==> src/assert_macros.svh <==
// ---------------------------------------------------------------------------
// Assertion macros
// Shared concurrent assertion forms for the hash core's RTL files.
// ---------------------------------------------------------------------------
`ifndef ASSERT_MACROS_SVH
`define ASSERT_MACROS_SVH

// The consequent must hold in the same cycle as the antecedent.
`define FM_ASSERT_SAME(label, clk, rst_n, ante, cons, msg) \
    label: assert property (@(posedge clk) disable iff (!rst_n) (ante) |-> (cons)) \
        else $error(msg);

// The consequent must hold in the cycle after the antecedent.
`define FM_ASSERT_NEXT(label, clk, rst_n, ante, cons, msg) \
    label: assert property (@(posedge clk) disable iff (!rst_n) (ante) |=> (cons)) \
        else $error(msg);

`endif

==> src/fmrh64_pkg.sv <==
// ---------------------------------------------------------------------------
// fmrh64_pkg
// Types, constants and the microcode store of the four-lane hash core.
// ---------------------------------------------------------------------------
package fmrh64_pkg;

    localparam int PCW = 6;

    localparam logic [63:0] K0 = 64'h9E3779B97F4A7C15;
    localparam logic [63:0] K1 = 64'h85EBCA77C2B2AE3D;
    localparam logic [63:0] K2 = 64'hBF58476D1CE4E5B9;
    localparam logic [63:0] K3 = 64'h94D049BB133111EB;

    // Operand register load select.
    typedef enum logic [2:0] {
        XS_HOLD,
        XS_BASE,
        XS_MIX,
        XS_FOLD29,
        XS_FOLD31,
        XS_FOLD37
    } t_xsel;

    // Which 32x32 partial product the multiplier forms.
    typedef enum logic [1:0] {
        MP_IDLE,
        MP_LL,
        MP_HL,
        MP_LH
    } t_mphase;

    typedef enum logic [1:0] {
        K_0,
        K_1,
        K_2,
        K_3
    } t_ksel;

    // Product accumulator operation.
    typedef enum logic [1:0] {
        AC_HOLD,
        AC_LOAD,
        AC_ADDHI
    } t_acc;

    // Lane write select.
    typedef enum logic [2:0] {
        LW_NONE,
        LW_L0,
        LW_L1,
        LW_L2,
        LW_L3,
        LW_SEL
    } t_lwr;

    typedef enum logic [2:0] {
        J_NEXT,
        J_FETCH,
        J_SKIP_ABS,
        J_SKIP_LAST,
        J_OUT,
        J_GOTO
    } t_jmp;

    typedef struct packed {
        t_xsel            x_sel;
        t_mphase          mphase;
        t_ksel            k_sel;
        t_acc             acc;
        t_lwr             lane_wr;
        logic             out_wr;
        t_jmp             jmp;
        logic [PCW-1:0]   target;
    } t_ctrl;

    typedef struct packed {
        logic absorb;
        logic last;
        logic out_free;
    } t_status;

    localparam logic [PCW-1:0] PC_FETCH = 6'd0;
    localparam logic [PCW-1:0] PC_ABS   = 6'd23;
    localparam logic [PCW-1:0] PC_FOLD  = 6'd29;
    localparam logic [PCW-1:0] PC_OUT   = 6'd44;

    function automatic logic [63:0] k_const(input t_ksel k);
        logic [63:0] r;
        case (k)
            K_0:     r = K0;
            K_1:     r = K1;
            K_2:     r = K2;
            default: r = K3;
        endcase
        return r;
    endfunction

    function automatic logic [63:0] rotl64(input logic [63:0] v, input int r);
        return (v << r) | (v >> (64 - r));
    endfunction

    // Keeps the low cnt bytes; any count of eight or more keeps the whole word.
    function automatic logic [63:0] byte_mask(input logic [3:0] cnt);
        logic [63:0] m;
        for (int i = 0; i < 8; i++) begin
            m[8*i +: 8] = (4'(i) < cnt) ? 8'hFF : 8'h00;
        end
        return m;
    endfunction

    function automatic t_ctrl mk(input t_xsel xs, input t_mphase mp, input t_ksel ks,
                                 input t_acc ac, input t_lwr lw, input logic ow,
                                 input t_jmp j, input logic [PCW-1:0] tg);
        t_ctrl c;
        c.x_sel   = xs;
        c.mphase  = mp;
        c.k_sel   = ks;
        c.acc     = ac;
        c.lane_wr = lw;
        c.out_wr  = ow;
        c.jmp     = j;
        c.target  = tg;
        return c;
    endfunction

    // Control store. Each 64-bit multiply by a constant takes four steps:
    // low x low, then high x low and low x high folded into the upper half.
    function automatic t_ctrl ucode(input logic [PCW-1:0] pc);
        t_ctrl w;
        case (pc)
            // Fetch: on a first beat go seed the lanes, otherwise absorb.
            6'd0:  w = mk(XS_HOLD,   MP_IDLE, K_0, AC_HOLD,  LW_NONE, 1'b0, J_FETCH, PC_ABS);
            // length * K0
            6'd1:  w = mk(XS_HOLD,   MP_LL,   K_0, AC_HOLD,  LW_NONE, 1'b0, J_NEXT, PC_FETCH);
            6'd2:  w = mk(XS_HOLD,   MP_HL,   K_0, AC_LOAD,  LW_NONE, 1'b0, J_NEXT, PC_FETCH);
            6'd3:  w = mk(XS_HOLD,   MP_LH,   K_0, AC_ADDHI, LW_NONE, 1'b0, J_NEXT, PC_FETCH);
            6'd4:  w = mk(XS_HOLD,   MP_IDLE, K_0, AC_ADDHI, LW_NONE, 1'b0, J_NEXT, PC_FETCH);
            6'd5:  w = mk(XS_BASE,   MP_IDLE, K_0, AC_HOLD,  LW_NONE, 1'b0, J_NEXT, PC_FETCH);
            // base * K0 .. K3 into the four lanes
            6'd6:  w = mk(XS_HOLD,   MP_LL,   K_0, AC_HOLD,  LW_NONE, 1'b0, J_NEXT, PC_FETCH);
            6'd7:  w = mk(XS_HOLD,   MP_HL,   K_0, AC_LOAD,  LW_NONE, 1'b0, J_NEXT, PC_FETCH);
            6'd8:  w = mk(XS_HOLD,   MP_LH,   K_0, AC_ADDHI, LW_NONE, 1'b0, J_NEXT, PC_FETCH);
            6'd9:  w = mk(XS_HOLD,   MP_IDLE, K_0, AC_ADDHI, LW_NONE, 1'b0, J_NEXT, PC_FETCH);
            6'd10: w = mk(XS_HOLD,   MP_LL,   K_1, AC_HOLD,  LW_L0,   1'b0, J_NEXT, PC_FETCH);
            6'd11: w = mk(XS_HOLD,   MP_HL,   K_1, AC_LOAD,  LW_NONE, 1'b0, J_NEXT, PC_FETCH);
            6'd12: w = mk(XS_HOLD,   MP_LH,   K_1, AC_ADDHI, LW_NONE, 1'b0, J_NEXT, PC_FETCH);
            6'd13: w = mk(XS_HOLD,   MP_IDLE, K_1, AC_ADDHI, LW_NONE, 1'b0, J_NEXT, PC_FETCH);
            6'd14: w = mk(XS_HOLD,   MP_LL,   K_2, AC_HOLD,  LW_L1,   1'b0, J_NEXT, PC_FETCH);
            6'd15: w = mk(XS_HOLD,   MP_HL,   K_2, AC_LOAD,  LW_NONE, 1'b0, J_NEXT, PC_FETCH);
            6'd16: w = mk(XS_HOLD,   MP_LH,   K_2, AC_ADDHI, LW_NONE, 1'b0, J_NEXT, PC_FETCH);
            6'd17: w = mk(XS_HOLD,   MP_IDLE, K_2, AC_ADDHI, LW_NONE, 1'b0, J_NEXT, PC_FETCH);
            6'd18: w = mk(XS_HOLD,   MP_LL,   K_3, AC_HOLD,  LW_L2,   1'b0, J_NEXT, PC_FETCH);
            6'd19: w = mk(XS_HOLD,   MP_HL,   K_3, AC_LOAD,  LW_NONE, 1'b0, J_NEXT, PC_FETCH);
            6'd20: w = mk(XS_HOLD,   MP_LH,   K_3, AC_ADDHI, LW_NONE, 1'b0, J_NEXT, PC_FETCH);
            6'd21: w = mk(XS_HOLD,   MP_IDLE, K_3, AC_ADDHI, LW_NONE, 1'b0, J_NEXT, PC_FETCH);
            6'd22: w = mk(XS_HOLD,   MP_IDLE, K_0, AC_HOLD,  LW_L3,   1'b0, J_NEXT, PC_FETCH);
            // Absorb one word into the routed lane.
            6'd23: w = mk(XS_MIX,    MP_IDLE, K_0, AC_HOLD,  LW_NONE, 1'b0, J_SKIP_ABS, PC_FOLD);
            6'd24: w = mk(XS_HOLD,   MP_LL,   K_0, AC_HOLD,  LW_NONE, 1'b0, J_NEXT, PC_FETCH);
            6'd25: w = mk(XS_HOLD,   MP_HL,   K_0, AC_LOAD,  LW_NONE, 1'b0, J_NEXT, PC_FETCH);
            6'd26: w = mk(XS_HOLD,   MP_LH,   K_0, AC_ADDHI, LW_NONE, 1'b0, J_NEXT, PC_FETCH);
            6'd27: w = mk(XS_HOLD,   MP_IDLE, K_0, AC_ADDHI, LW_NONE, 1'b0, J_NEXT, PC_FETCH);
            6'd28: w = mk(XS_HOLD,   MP_IDLE, K_0, AC_HOLD,  LW_SEL,  1'b0, J_NEXT, PC_FETCH);
            // Merge the lanes; without a last beat return to fetch.
            6'd29: w = mk(XS_FOLD29, MP_IDLE, K_0, AC_HOLD,  LW_NONE, 1'b0, J_SKIP_LAST, PC_FETCH);
            6'd30: w = mk(XS_HOLD,   MP_LL,   K_1, AC_HOLD,  LW_NONE, 1'b0, J_NEXT, PC_FETCH);
            6'd31: w = mk(XS_HOLD,   MP_HL,   K_1, AC_LOAD,  LW_NONE, 1'b0, J_NEXT, PC_FETCH);
            6'd32: w = mk(XS_HOLD,   MP_LH,   K_1, AC_ADDHI, LW_NONE, 1'b0, J_NEXT, PC_FETCH);
            6'd33: w = mk(XS_HOLD,   MP_IDLE, K_1, AC_ADDHI, LW_NONE, 1'b0, J_NEXT, PC_FETCH);
            6'd34: w = mk(XS_FOLD31, MP_IDLE, K_2, AC_HOLD,  LW_NONE, 1'b0, J_NEXT, PC_FETCH);
            6'd35: w = mk(XS_HOLD,   MP_LL,   K_2, AC_HOLD,  LW_NONE, 1'b0, J_NEXT, PC_FETCH);
            6'd36: w = mk(XS_HOLD,   MP_HL,   K_2, AC_LOAD,  LW_NONE, 1'b0, J_NEXT, PC_FETCH);
            6'd37: w = mk(XS_HOLD,   MP_LH,   K_2, AC_ADDHI, LW_NONE, 1'b0, J_NEXT, PC_FETCH);
            6'd38: w = mk(XS_HOLD,   MP_IDLE, K_2, AC_ADDHI, LW_NONE, 1'b0, J_NEXT, PC_FETCH);
            6'd39: w = mk(XS_FOLD37, MP_IDLE, K_0, AC_HOLD,  LW_NONE, 1'b0, J_NEXT, PC_FETCH);
            6'd40: w = mk(XS_HOLD,   MP_LL,   K_0, AC_HOLD,  LW_NONE, 1'b0, J_NEXT, PC_FETCH);
            6'd41: w = mk(XS_HOLD,   MP_HL,   K_0, AC_LOAD,  LW_NONE, 1'b0, J_NEXT, PC_FETCH);
            6'd42: w = mk(XS_HOLD,   MP_LH,   K_0, AC_ADDHI, LW_NONE, 1'b0, J_NEXT, PC_FETCH);
            6'd43: w = mk(XS_HOLD,   MP_IDLE, K_0, AC_ADDHI, LW_NONE, 1'b0, J_NEXT, PC_FETCH);
            // Final fold into the output register once it is free.
            6'd44: w = mk(XS_HOLD,   MP_IDLE, K_0, AC_HOLD,  LW_NONE, 1'b1, J_OUT, PC_FETCH);
            default: w = mk(XS_HOLD, MP_IDLE, K_0, AC_HOLD,  LW_NONE, 1'b0, J_GOTO, PC_FETCH);
        endcase
        return w;
    endfunction

endpackage

==> src/four_lane_multiply_rotate_hash64_core.sv <==
// ---------------------------------------------------------------------------
// four_lane_multiply_rotate_hash64_core
// Four-lane multiply-rotate 64-bit hash over a stream of message words.
// ---------------------------------------------------------------------------
// Sequencing: a word that is neither first nor last runs the absorb routine
// and returns to fetch (zero bytes skip it); a first beat adds the seeding.
// A last beat adds the finish; the hash is valid the cycle after the output step.
// The core takes a new beat only at fetch; each 64-bit multiply is four steps of one
// shared 32x32 multiplier, driven by the microcode control store.
// Reset (synchronous, active low) zeroes the lanes, counters and output valid.
module four_lane_multiply_rotate_hash64_core #(
    parameter int LENGTH_WIDTH = 32
) (
    input  logic        i_clk,
    input  logic        i_rst_n,
    input  logic        i_in_valid,
    output logic        o_in_stall,
    input  logic        i_first,
    input  logic [63:0] i_seed,
    input  logic [31:0] i_msg_len,
    input  logic [63:0] i_data_word,
    input  logic [3:0]  i_byte_count,
    input  logic        i_last,
    output logic        o_out_valid,
    input  logic        i_out_stall,
    output logic [63:0] o_hash_value
);

    // The sequencer steps through a short program. At the fetch step the
    // input side is open; a first beat runs the seeding routine (length times
    // K0, xor seed, then the base times each of the four constants into the
    // lanes), every beat with bytes then runs the absorb routine, and a last beat runs
    // the merge and three-multiply finish before the output step.
    fmrh64_pkg::t_ctrl   ctrl;
    fmrh64_pkg::t_status status;
    logic                in_accept;

    // The input side is open only while the program sits at its fetch step.
    assign o_in_stall = (ctrl.jmp != fmrh64_pkg::J_FETCH);
    assign in_accept  = i_in_valid && !o_in_stall;

    fmrh64_sequencer u_seq (
        .i_clk      (i_clk),
        .i_rst_n    (i_rst_n),
        .i_in_valid (i_in_valid),
        .i_first    (i_first),
        .i_status   (status),
        .o_ctrl     (ctrl)
    );

    // The datapath holds the lanes and the result register. The output
    // register separates the two sides: a finished hash waits there while
    // the core goes back to fetch and takes the next message's beats.
    fmrh64_datapath #(
        .LENGTH_WIDTH (LENGTH_WIDTH)
    ) u_dp (
        .i_clk        (i_clk),
        .i_rst_n      (i_rst_n),
        .i_ctrl       (ctrl),
        .i_accept     (in_accept),
        .i_first      (i_first),
        .i_seed       (i_seed),
        .i_msg_len    (i_msg_len),
        .i_data_word  (i_data_word),
        .i_byte_count (i_byte_count),
        .i_last       (i_last),
        .i_out_stall  (i_out_stall),
        .o_status     (status),
        .o_out_valid  (o_out_valid),
        .o_hash_value (o_hash_value)
    );

endmodule

==> src/fmrh64_mul.sv <==
// ---------------------------------------------------------------------------
// fmrh64_mul
// Shared 32x32 multiplier forming one partial product of x times a constant.
// ---------------------------------------------------------------------------
module fmrh64_mul (
    input  logic                   i_clk,
    input  logic [63:0]            i_x,
    input  fmrh64_pkg::t_mphase    i_mphase,
    input  fmrh64_pkg::t_ksel      i_k_sel,
    output logic [63:0]            o_prod
);

    logic [63:0] k_val;
    logic [31:0] a_op;
    logic [31:0] b_op;
    logic [63:0] r_prod;

    always_comb begin
        k_val = fmrh64_pkg::k_const(i_k_sel);
        a_op  = (i_mphase == fmrh64_pkg::MP_HL) ? i_x[63:32] : i_x[31:0];
        b_op  = (i_mphase == fmrh64_pkg::MP_LH) ? k_val[63:32] : k_val[31:0];
    end

    always_ff @(posedge i_clk) begin
        if (i_mphase != fmrh64_pkg::MP_IDLE) begin
            r_prod <= a_op * b_op;
        end
    end

    assign o_prod = r_prod;

endmodule

==> src/fmrh64_datapath.sv <==
// ---------------------------------------------------------------------------
// fmrh64_datapath
// Lanes, operand and product registers and the output register of the core.
// ---------------------------------------------------------------------------
`include "assert_macros.svh"

module fmrh64_datapath #(
    parameter int LENGTH_WIDTH = 32
) (
    input  logic                 i_clk,
    input  logic                 i_rst_n,
    input  fmrh64_pkg::t_ctrl    i_ctrl,
    input  logic                 i_accept,
    input  logic                 i_first,
    input  logic [63:0]          i_seed,
    input  logic [31:0]          i_msg_len,
    input  logic [63:0]          i_data_word,
    input  logic [3:0]           i_byte_count,
    input  logic                 i_last,
    input  logic                 i_out_stall,
    output fmrh64_pkg::t_status  o_status,
    output logic                 o_out_valid,
    output logic [63:0]          o_hash_value
);

    localparam int IDXW = LENGTH_WIDTH - 3;
    localparam logic [63:0] LEN_MASK =
        (LENGTH_WIDTH >= 64) ? {64{1'b1}} : ((64'd1 << LENGTH_WIDTH) - 64'd1);

    logic [63:0]     r_lane [4];
    logic [IDXW-1:0] r_widx;
    logic [IDXW-1:0] r_bw;
    logic [63:0]     r_x;
    logic [63:0]     r_y;
    logic [63:0]     r_seed;
    logic [63:0]     r_word;
    logic            r_absorb;
    logic            r_last;
    logic            r_out_valid;
    logic [63:0]     r_hash;

    logic [63:0]     prod;
    logic [63:0]     len_ext;
    logic [63:0]     bw_full;
    logic [1:0]      sel;
    logic [63:0]     rot_word;
    logic [63:0]     fold;
    logic            out_free;

    fmrh64_mul u_mul (
        .i_clk    (i_clk),
        .i_x      (r_x),
        .i_mphase (i_ctrl.mphase),
        .i_k_sel  (i_ctrl.k_sel),
        .o_prod   (prod)
    );

    always_comb begin
        len_ext  = {32'd0, i_msg_len} & LEN_MASK;
        bw_full  = (len_ext >> 5) << 2;
        sel      = (r_widx < r_bw) ? r_widx[1:0] : 2'd0;
        case (sel)
            2'd0:    rot_word = fmrh64_pkg::rotl64(r_word, 23);
            2'd1:    rot_word = fmrh64_pkg::rotl64(r_word, 47);
            2'd2:    rot_word = fmrh64_pkg::rotl64(r_word, 13);
            default: rot_word = fmrh64_pkg::rotl64(r_word, 37);
        endcase
        fold     = r_lane[0] ^ r_lane[1] ^ r_lane[2] ^ r_lane[3];
        out_free = !r_out_valid || !i_out_stall;
    end

    // Operand register: loaded with the length on a first beat, then
    // by the microcode select.
    always_ff @(posedge i_clk) begin
        if (i_accept && i_first) begin
            r_x <= len_ext;
        end else begin
            case (i_ctrl.x_sel)
                fmrh64_pkg::XS_BASE:   r_x <= r_seed ^ r_y;
                fmrh64_pkg::XS_MIX:    r_x <= r_lane[sel] ^ rot_word;
                fmrh64_pkg::XS_FOLD29: r_x <= fold ^ (fold >> 29);
                fmrh64_pkg::XS_FOLD31: r_x <= r_y ^ (r_y >> 31);
                fmrh64_pkg::XS_FOLD37: r_x <= r_y ^ (r_y >> 37);
                default:               r_x <= r_x;
            endcase
        end
    end

    always_ff @(posedge i_clk) begin
        case (i_ctrl.acc)
            fmrh64_pkg::AC_LOAD:  r_y <= prod;
            fmrh64_pkg::AC_ADDHI: r_y <= {r_y[63:32] + prod[31:0], r_y[31:0]};
            default:              r_y <= r_y;
        endcase
    end

    always_ff @(posedge i_clk) begin
        if (i_accept) begin
            r_seed <= i_seed;
            r_word <= i_data_word & fmrh64_pkg::byte_mask(i_byte_count);
        end
        if (i_ctrl.out_wr && out_free) begin
            r_hash <= r_y ^ (r_y >> 41);
        end
    end

    always_ff @(posedge i_clk) begin
        if (!i_rst_n) begin
            for (int i = 0; i < 4; i++) begin
                r_lane[i] <= '0;
            end
            r_widx      <= '0;
            r_bw        <= '0;
            r_absorb    <= 1'b0;
            r_last      <= 1'b0;
            r_out_valid <= 1'b0;
        end else begin
            if (i_accept) begin
                r_absorb <= |i_byte_count;
                r_last   <= i_last;
                if (i_first) begin
                    r_widx <= '0;
                    r_bw   <= bw_full[IDXW-1:0];
                end
            end
            case (i_ctrl.lane_wr)
                fmrh64_pkg::LW_L0:  r_lane[0] <= r_y;
                fmrh64_pkg::LW_L1:  r_lane[1] <= r_y;
                fmrh64_pkg::LW_L2:  r_lane[2] <= r_y;
                fmrh64_pkg::LW_L3:  r_lane[3] <= r_y;
                fmrh64_pkg::LW_SEL: begin
                    r_lane[sel] <= r_y;
                    r_widx      <= r_widx + IDXW'(1);
                end
                default: ;
            endcase
            if (i_ctrl.out_wr && out_free) begin
                r_out_valid <= 1'b1;
            end else if (!i_out_stall) begin
                r_out_valid <= 1'b0;
            end
        end
    end

    assign o_status.absorb   = r_absorb;
    assign o_status.last     = r_last;
    assign o_status.out_free = out_free;
    assign o_out_valid       = r_out_valid;
    assign o_hash_value      = r_hash;

    `FM_ASSERT_SAME(a_out_from_step, i_clk, i_rst_n,
        !$past(r_out_valid) && r_out_valid, $past(i_ctrl.out_wr),
        "output valid rose without an output step")
    `FM_ASSERT_SAME(a_widx_source, i_clk, i_rst_n, r_widx != $past(r_widx),
        ($past(i_ctrl.lane_wr) == fmrh64_pkg::LW_SEL) || ($past(i_accept) && $past(i_first)),
        "word index moved outside an absorb or first beat")

endmodule

==> src/fmrh64_sequencer.sv <==
// ---------------------------------------------------------------------------
// fmrh64_sequencer
// Step counter and control store reader with conditional jumps.
// ---------------------------------------------------------------------------
`include "assert_macros.svh"

module fmrh64_sequencer (
    input  logic                 i_clk,
    input  logic                 i_rst_n,
    input  logic                 i_in_valid,
    input  logic                 i_first,
    input  fmrh64_pkg::t_status  i_status,
    output fmrh64_pkg::t_ctrl    o_ctrl
);

    logic [fmrh64_pkg::PCW-1:0] r_pc;
    logic [fmrh64_pkg::PCW-1:0] n_pc;
    logic [fmrh64_pkg::PCW-1:0] pc_inc;
    fmrh64_pkg::t_ctrl          ctrl;

    always_comb begin
        ctrl = fmrh64_pkg::ucode(r_pc);
    end

    always_comb begin
        pc_inc = r_pc + fmrh64_pkg::PCW'(1);
        case (ctrl.jmp)
            fmrh64_pkg::J_NEXT:      n_pc = pc_inc;
            fmrh64_pkg::J_FETCH: begin
                if (!i_in_valid) begin
                    n_pc = r_pc;
                end else begin
                    n_pc = i_first ? pc_inc : ctrl.target;
                end
            end
            fmrh64_pkg::J_SKIP_ABS:  n_pc = i_status.absorb ? pc_inc : ctrl.target;
            fmrh64_pkg::J_SKIP_LAST: n_pc = i_status.last ? pc_inc : ctrl.target;
            fmrh64_pkg::J_OUT:       n_pc = i_status.out_free ? ctrl.target : r_pc;
            default:                 n_pc = ctrl.target;
        endcase
    end

    always_ff @(posedge i_clk) begin
        if (!i_rst_n) begin
            r_pc <= fmrh64_pkg::PC_FETCH;
        end else begin
            r_pc <= n_pc;
        end
    end

    assign o_ctrl = ctrl;

    `FM_ASSERT_NEXT(a_fetch_wait, i_clk, i_rst_n,
        (r_pc == fmrh64_pkg::PC_FETCH) && !i_in_valid, r_pc == fmrh64_pkg::PC_FETCH,
        "sequencer left fetch without a beat")
    `FM_ASSERT_NEXT(a_out_return, i_clk, i_rst_n,
        (r_pc == fmrh64_pkg::PC_OUT) && i_status.out_free, r_pc == fmrh64_pkg::PC_FETCH,
        "sequencer did not return to fetch after output")

endmodule

==> config.mk <==
export PLATFORM = sky130hd
export DESIGN_NAME = four_lane_multiply_rotate_hash64_core
export DESIGN_NICKNAME = d
export VERILOG_FILES = /design/src/fmrh64_pkg.sv /design/src/four_lane_multiply_rotate_hash64_core.sv /design/src/fmrh64_mul.sv /design/src/fmrh64_datapath.sv /design/src/fmrh64_sequencer.sv
export VERILOG_INCLUDE_DIRS = /design/src /design/src/src
export SDC_FILE = /design/constraint.sdc
export NUM_CORES = 2
export LEC_CHECK = 0
export BUFFER_PORTS_ARGS = -buffer_cell sky130_fd_sc_hd__buf_2
export CAP_MARGIN = 20
export CORE_ASPECT_RATIO = 0.7
export CORE_MARGIN = 10
export CORE_UTILIZATION = 35
export CTS_BUF_LIST = sky130_fd_sc_hd__clkbuf_2
export DETAILED_ROUTE_END_ITERATION = 16
export MAX_ROUTING_LAYER = met4
export REMOVE_ABC_BUFFERS = 1
export SLEW_MARGIN = 20
export SYNTH_ARGS = -nofsm -noshare
export SYNTH_HDL_FRONTEND = slang
export SYNTH_HIERARCHICAL = 1
export SYNTH_SLANG_ARGS = --single-unit
==> constraint.sdc <==
create_clock -name i_clk -period 8.23 [get_ports i_clk]
set_clock_uncertainty 0.1 [all_clocks]
set_input_delay 1.2345 -clock i_clk [delete_from_list [all_inputs] [get_ports i_clk]]
set_output_delay 1.2345 -clock i_clk [all_outputs]
set_load 0.01 [all_outputs]
; ---- After elaboration in Yosys (flattened, before gate mapping)
; Memories as Yosys holds them, arrays and structs flattened. A register that Yosys moved wholly into a read port is not among the register bits.
; Cells that the tools add are included.
[word_totals]
ff_bits = 449
ram_bits = 256
rom_bits = 1344
inputBits = 170
output_inout_bits = 66
word_cells = 148
mem_count = 2
[classes]
addsub = 3
n_mul = 1
order_cmp = 9
n_eq_ne = 26
mux = 52
bitwise = 19
reduce_logical = 22
[memory_table]
columns = name, words, word_bits, read_ports, rd_clocked_by_memory_dff, wr, line_no
row1 = (name not given), 64, 21, 1, 1, 0, fmrh64_pkg.sv:130  ; case (pc)
row2 = u_dp.r_lane, 4, 64, 5, 0, 4, fmrh64_datapath.sv:30  ; logic [63:0] r_lane [4];
[ops]
columns = op, n
row1 = two-way mux 64 bit, 5
row2 = one-hot mux 64 bit (5 select lines), 1
row3 = XOR 64 bit, 5
row4 = one-hot mux 64 bit (3 select lines), 1
row5 = one-hot mux 62 bit (3 select lines), 1
row6 = one-hot mux 64 bit (2 select lines), 1
row7 = two-way mux 32 bit, 3
row8 = two-way mux 29 bit, 3
row9 = AND 64 bit, 1
row10 = multiplier 32 x 32 -> 64 bit, 1
row11 = two-way mux 8 bit, 8
row12 = bitwise OR 64 x 13 -> 64 bit, 1
row13 = bitwise OR 64 x 23 -> 64 bit, 1
row14 = bitwise OR 64 x 37 -> 64 bit, 1
row15 = bitwise OR 64 x 47 -> 64 bit, 1
row16 = OR reduction 64 bit, 1
row17 = XOR 64 x 23 -> 64 bit, 1
row18 = XOR 64 x 27 -> 64 bit, 1
row19 = XOR 64 x 33 -> 64 bit, 1
row20 = XOR 64 x 35 -> 64 bit, 1
row21 = two-way mux 6 bit, 7
row22 = adder 32 bit, 1
row23 = one-hot mux 6 bit (5 select lines), 1
row24 = "adder 29 x 1 -> 29 bit, second input constant", 1
row25 = other kinds (27), 83

; ---- Longest topological paths before layout
[depth]
word_depth = 7
ltp_mapped = 36
mapped_depth_nobuf = 32

; ---- Hierarchy
; The synthesis kept the hierarchy.
[modules_own_cells]
columns = module, n_inst, cells_each, area_per_inst_um2, seq_area_each_um2
row1 = fmrh64_datapath, 1, 3483, 36145.9, 18157.4
row2 = fmrh64_mul, 1, 3840, 34424.3, 1921.8
row3 = fmrh64_sequencer, 1, 219, 1776.7, 480.5
row4 = four_lane_multiply_rotate_hash64_core, 1, 2, 21.3, 0.0

; ---- Worst setup path after synthesis
; No wires, ideal clock.
[synth_path]
kind = register -> register
start = reg u_seq/o_ctrl[16] (netlist name)
end = reg u_dp.u_mul.r_prod[62], in the netlist u_dp/u_mul/o_prod[62] (data pin)
setup_ps = 263
arrival_time_ps = 8274
required_time_ps = 7867
setup_slack_ps = -406
stages_incl_launch_ff = 35
path_buffers = 4
synth_period_minus_slack_ps = 8636
path_cell_list = dfxtp_1 > inv_1 > ha_1 > clkbuf_1 > or2_2 > clkbuf_1 > nor2_1 > a21oi_1 > clkbuf_1 > nand2_1 > fa_1 > inv_1 > fa_1 > inv_1 > fa_1 > inv_1 > fa_1 > inv_1 > fa_1 > fa_1 > fa_1 > fa_1 > inv_1 > ha_1 > clkbuf_1 > a21oi_1 > o21a_1 > o221ai_1 > a21oi_1 > o2111a_1 > o21ai_1 > nand3_1 > o41ai_2 > a311oi_1 > xnor2_1
[synth_via]
elab_chain_len = 4
word_cells_on_any_way = 6
classes_between = mul: 1 / eq/ne: 2 / mux: 2 / reduce/logical: 1
[synth_lines]
columns = item, line_no
row1 = "equality test 2 bit, or another cell as far along", fmrh64_pkg.sv:89  ; case (k)
row2 = one-hot mux 62 bit (3 select lines) *, fmrh64_pkg.sv:89
row3 = two-way mux 32 bit *, fmrh64_mul.sv:21  ; b_op = (i_mphase == fmrh64_pkg::MP_LH) ? k_val[63:32] : k_val[31:0];
row4 = multiplier 32 x 32 -> 64 bit *, fmrh64_mul.sv:26  ; r_prod <= a_op * b_op;
row5 = to (signal assigned), fmrh64_mul.sv:26
row6 = to (decl), fmrh64_mul.sv:16  ; logic [63:0] r_prod;
; Every way passes the cells marked *; elsewhere a longest branch is shown, timed or not.
; A chain may end at the register's enable or synchronous reset.

; ---- Worst setup path in the final report
[layout_path]
start = reg u_seq/o_ctrl[18] (netlist name)
end = reg u_dp.u_mul.r_prod[62], in the netlist u_dp/u_mul/o_prod[62] (data pin)
[layout_via]
elab_chain_len = 3
word_cells_on_any_way = 5
classes_between = mul: 1 / eq/ne: 2 / mux: 2
[layout_lines]
columns = item, line_no
row1 = "equality test 2 bit, on equally long branches", "fmrh64_mul.sv:20, fmrh64_mul.sv:21"
row2 = "two-way mux 32 bit, on equally long branches", "fmrh64_mul.sv:20, fmrh64_mul.sv:21"
row3 = multiplier 32 x 32 -> 64 bit *, fmrh64_mul.sv:26
; Marked as above.

==> impl_metrics.py <==
metrics = {
    "clocking": {
        "root_buffer": "clkbuf_2",
        "clkTransAtPathRegs_ns": 0.12,
        "cts_made_buffers": 166,
        "htree_levels": 4,
        "insertion_delay_ns": 1.59,
        "cts_tree": "yes",
        "cts_sinks": 723,
        "clock_path_buffers": 3,
    },
    "floorplanning": {
        "die_y_um": 400.4,
        "pin_count": 236,
        "die_w_um": 563.4,
        "die_area_um2": 225600,
        "rows": 139,
        "initial_utilization_pct": 35.22,
        "coreArea_um2": 205400,
    },
    "setup_path": {
        "crit_required_ns": 9.40,
        "startpoint_type": "flip-flop",
        "worst_setup_path_end_kind": "flip-flop",
        "slowest_stage": "fa_2",
        "cp.arrival_ns": 9.73,
        "rr_endpoint": "u_dp/u_mul/o_prod[62]",
        "cp_max_fo": 6,
        "path_class": "flip-flop to flip-flop",
        "r2r_setup_slack_ns": -0.33,
        "crit_buf_inv": 8,
        "critPathMaxStageDelay_ns": 0.58,
        "ff2ff_path_depth": 30,
        "crit_top_cell": "fa_1",
        "crit_family": "adder cells",
        "r2r-start": "u_seq/o_ctrl[18]",
    },
    "hold_path": {
        "min_from": "i_msg_len[1]",
        "min_to": "u_dp/r_x[1]",
        "hold_depth": 3,
        "hold_class": "input pin to flip-flop",
    },
    "placed_design": {
        "portBuffers": 235,
        "place_area_um2": 81570,
        "dp.final_hpwl_mm": 254.2,
        "routabilityCongestion": 1.017,
    },
    "sta": {
        "setup_violations": 20,
        "setup_ws_ns": -0.3348,
        "hold_slack_ns": 0.1529,
        "relSlewSlack_pct": 16.23,
        "setup_tns_ns": -2.849,
        "finalHoldViolCount": 0,
        "period_needed_ns": 8.565,
        "fin_crit_sh_pct": 104.1,
        "drv_slew": 0,
        "grt_setup_unrepaired": "true",
        "fmax_ghz": 0.1168,
        "tightest_slew_ns": 1.255,
    },
    "status": {
        "status": "complete, but fails checks",
        "failed_checks": "setup timing",
    },
    "routing": {
        "drt_iter0_markers": 9620,
        "via_per_inst": 5.612,
        "drcViolationCount": 0,
        "antenna_left": 0,
        "routed_wl_mm": 326.2,
        "routedWlPerCell_um": 28.66,
        "first_pass_iters": 15,
        "via_count": 63870,
    },
    "synthesis": {
        "syn_inst": 7540,
        "avgSynthCellArea_um2": 9.594,
        "yosys_warnings": 6,
        "syn_area_um2": 72340,
    },
    "finish": {
        "fillCellCount": 20020,
        "areaGrowthSynthToFinish_pct": 21.45,
        "drive_above_1_share_pct": 21.35,
        "nets": 9885,
        "final_cell_area_um2": 87860,
    },
    "grt": {
        "grt_pass1_wl_mm": 461.2,
        "grt.total_usage_pct": 28.82,
        "grt-ovfl-total": 0,
        "antenna_found_initial": 29,
        "first_global_vias": 63060,
        "grt_start_max_net_pins": 162,
    },
    "run": {
        "cap_violations": 0,
    },
}
==> sequential cells by signal, summed over array words and instances (netlist names), 27 cells and up <==
register,flops
u_dp/r_lane,256
u_dp/u_mul/o_prod,64
u_dp/r_x,64
u_dp/r_word,64
u_dp/r_y,64
u_dp/o_hash_value,64
u_dp/r_seed,64
u_dp/r_bw,27
u_dp/r_widx,29
==> routing by layer <==
layer	up-vias	wire length [um]	GRT usage [%]
met4	0	9698	7.631
met1	32310	139600	41.39
li1	26740	-	-
met3	524	53700	12.55
met2	4288	123200	36.23
met5	-	0	-
==> final cells by class <==
class	count	area, um2	share of cell area (%)
inverters	1080	4128	4.698
diodes	23	57.56	0.06551
multi-input cells	5258	47500	54.06
flip-flops and latches	723	20580	23.42
repair buffers	1249	10580	12.04
clock buffers	246	1231	1.401
clock inverters	53	345.3	0.3931
well taps	2749	3440	3.915
==> per-stage QoR <==
stage | utilization [%] | worst slack, ns | std cells
after floorplan | - | -1.874 | 7061
after global placement | 39.71 | -0.8807 | 10790
after detailed placement | 39.71 | -0.9408 | 10790
after CTS | 42.15 | -0.1572 | 11310
after global routing | 42.77 | -0.4200 | 11380
final | 42.78 | -0.3348 | 11380
==> worst register-to-register path: cells and delay by family, from the launching register on <==
family | cells | cell delay, ns
AOI/OAI and AO/OA | 7 | 1.51
xor gates and xnor gates | 1 | 0.16
adders and majority gates | 9 | 4.35
buffers and inverters | 8 | 1.05
DFF | 1 | 0.37
muxes | 1 | 0.24
and+or+nand+nor | 4 | 0.47
==> cell usage in the layout (no fill, tap or decap), drive strengths merged, types with 35 or more instances in the layout <==
master,n
buf,1092
inv,1065
fa,897
nand2,850
nor2,718
edfxtp,608
ha,340
xnor2,316
a21oi,314
clkbuf,248
o21ai,200
and3,169
and2,168
dlygate4sd3,155
nand3,134
xor2,127
dfxtp,115
nor2b,102
a222oi,80
nor3,73
mux2i,72
mux2,70
a31oi,69
nand2b,53
clkinv,52
o211ai,42
a221oi,41
a21o,39
a41o,36
o221ai,35
==> worst max path at each step <==
stage | endpoint | slack (ns) | depth (start not counted) | start
detailed placement | u_dp/u_mul/o_prod[63] | -0.94 | 29 | u_seq/o_ctrl[18]
floorplan | u_dp/u_mul/o_prod[62] | -1.87 | 28 | u_seq/o_ctrl[18]
CTS | u_dp/u_mul/o_prod[62] | -0.16 | 31 | u_seq/o_ctrl[17]
global placement | u_dp/u_mul/o_prod[62] | -0.88 | 27 | u_seq/o_ctrl[18]
global route | u_dp/u_mul/o_prod[62] | -0.42 | 31 | u_seq/o_ctrl[18]
finish | u_dp/u_mul/o_prod[62] | -0.33 | 30 | u_seq/o_ctrl[18]
==> timing repair <==
action | 4_1_cts | 5_1_grt
hold buffers | 155 | 0
pin swaps | 125 | 149
hold endpoints to repair | 157 | 0
cloned | 2 | 1
setup buffers | 70 | 45
gates resized for setup | 328 | 201
setup endpoints to repair | 44 | 35
Power is left out: the tool's default activity adds up to more than one toggle a clock period on the data nets, which glitch-free logic cannot reach.
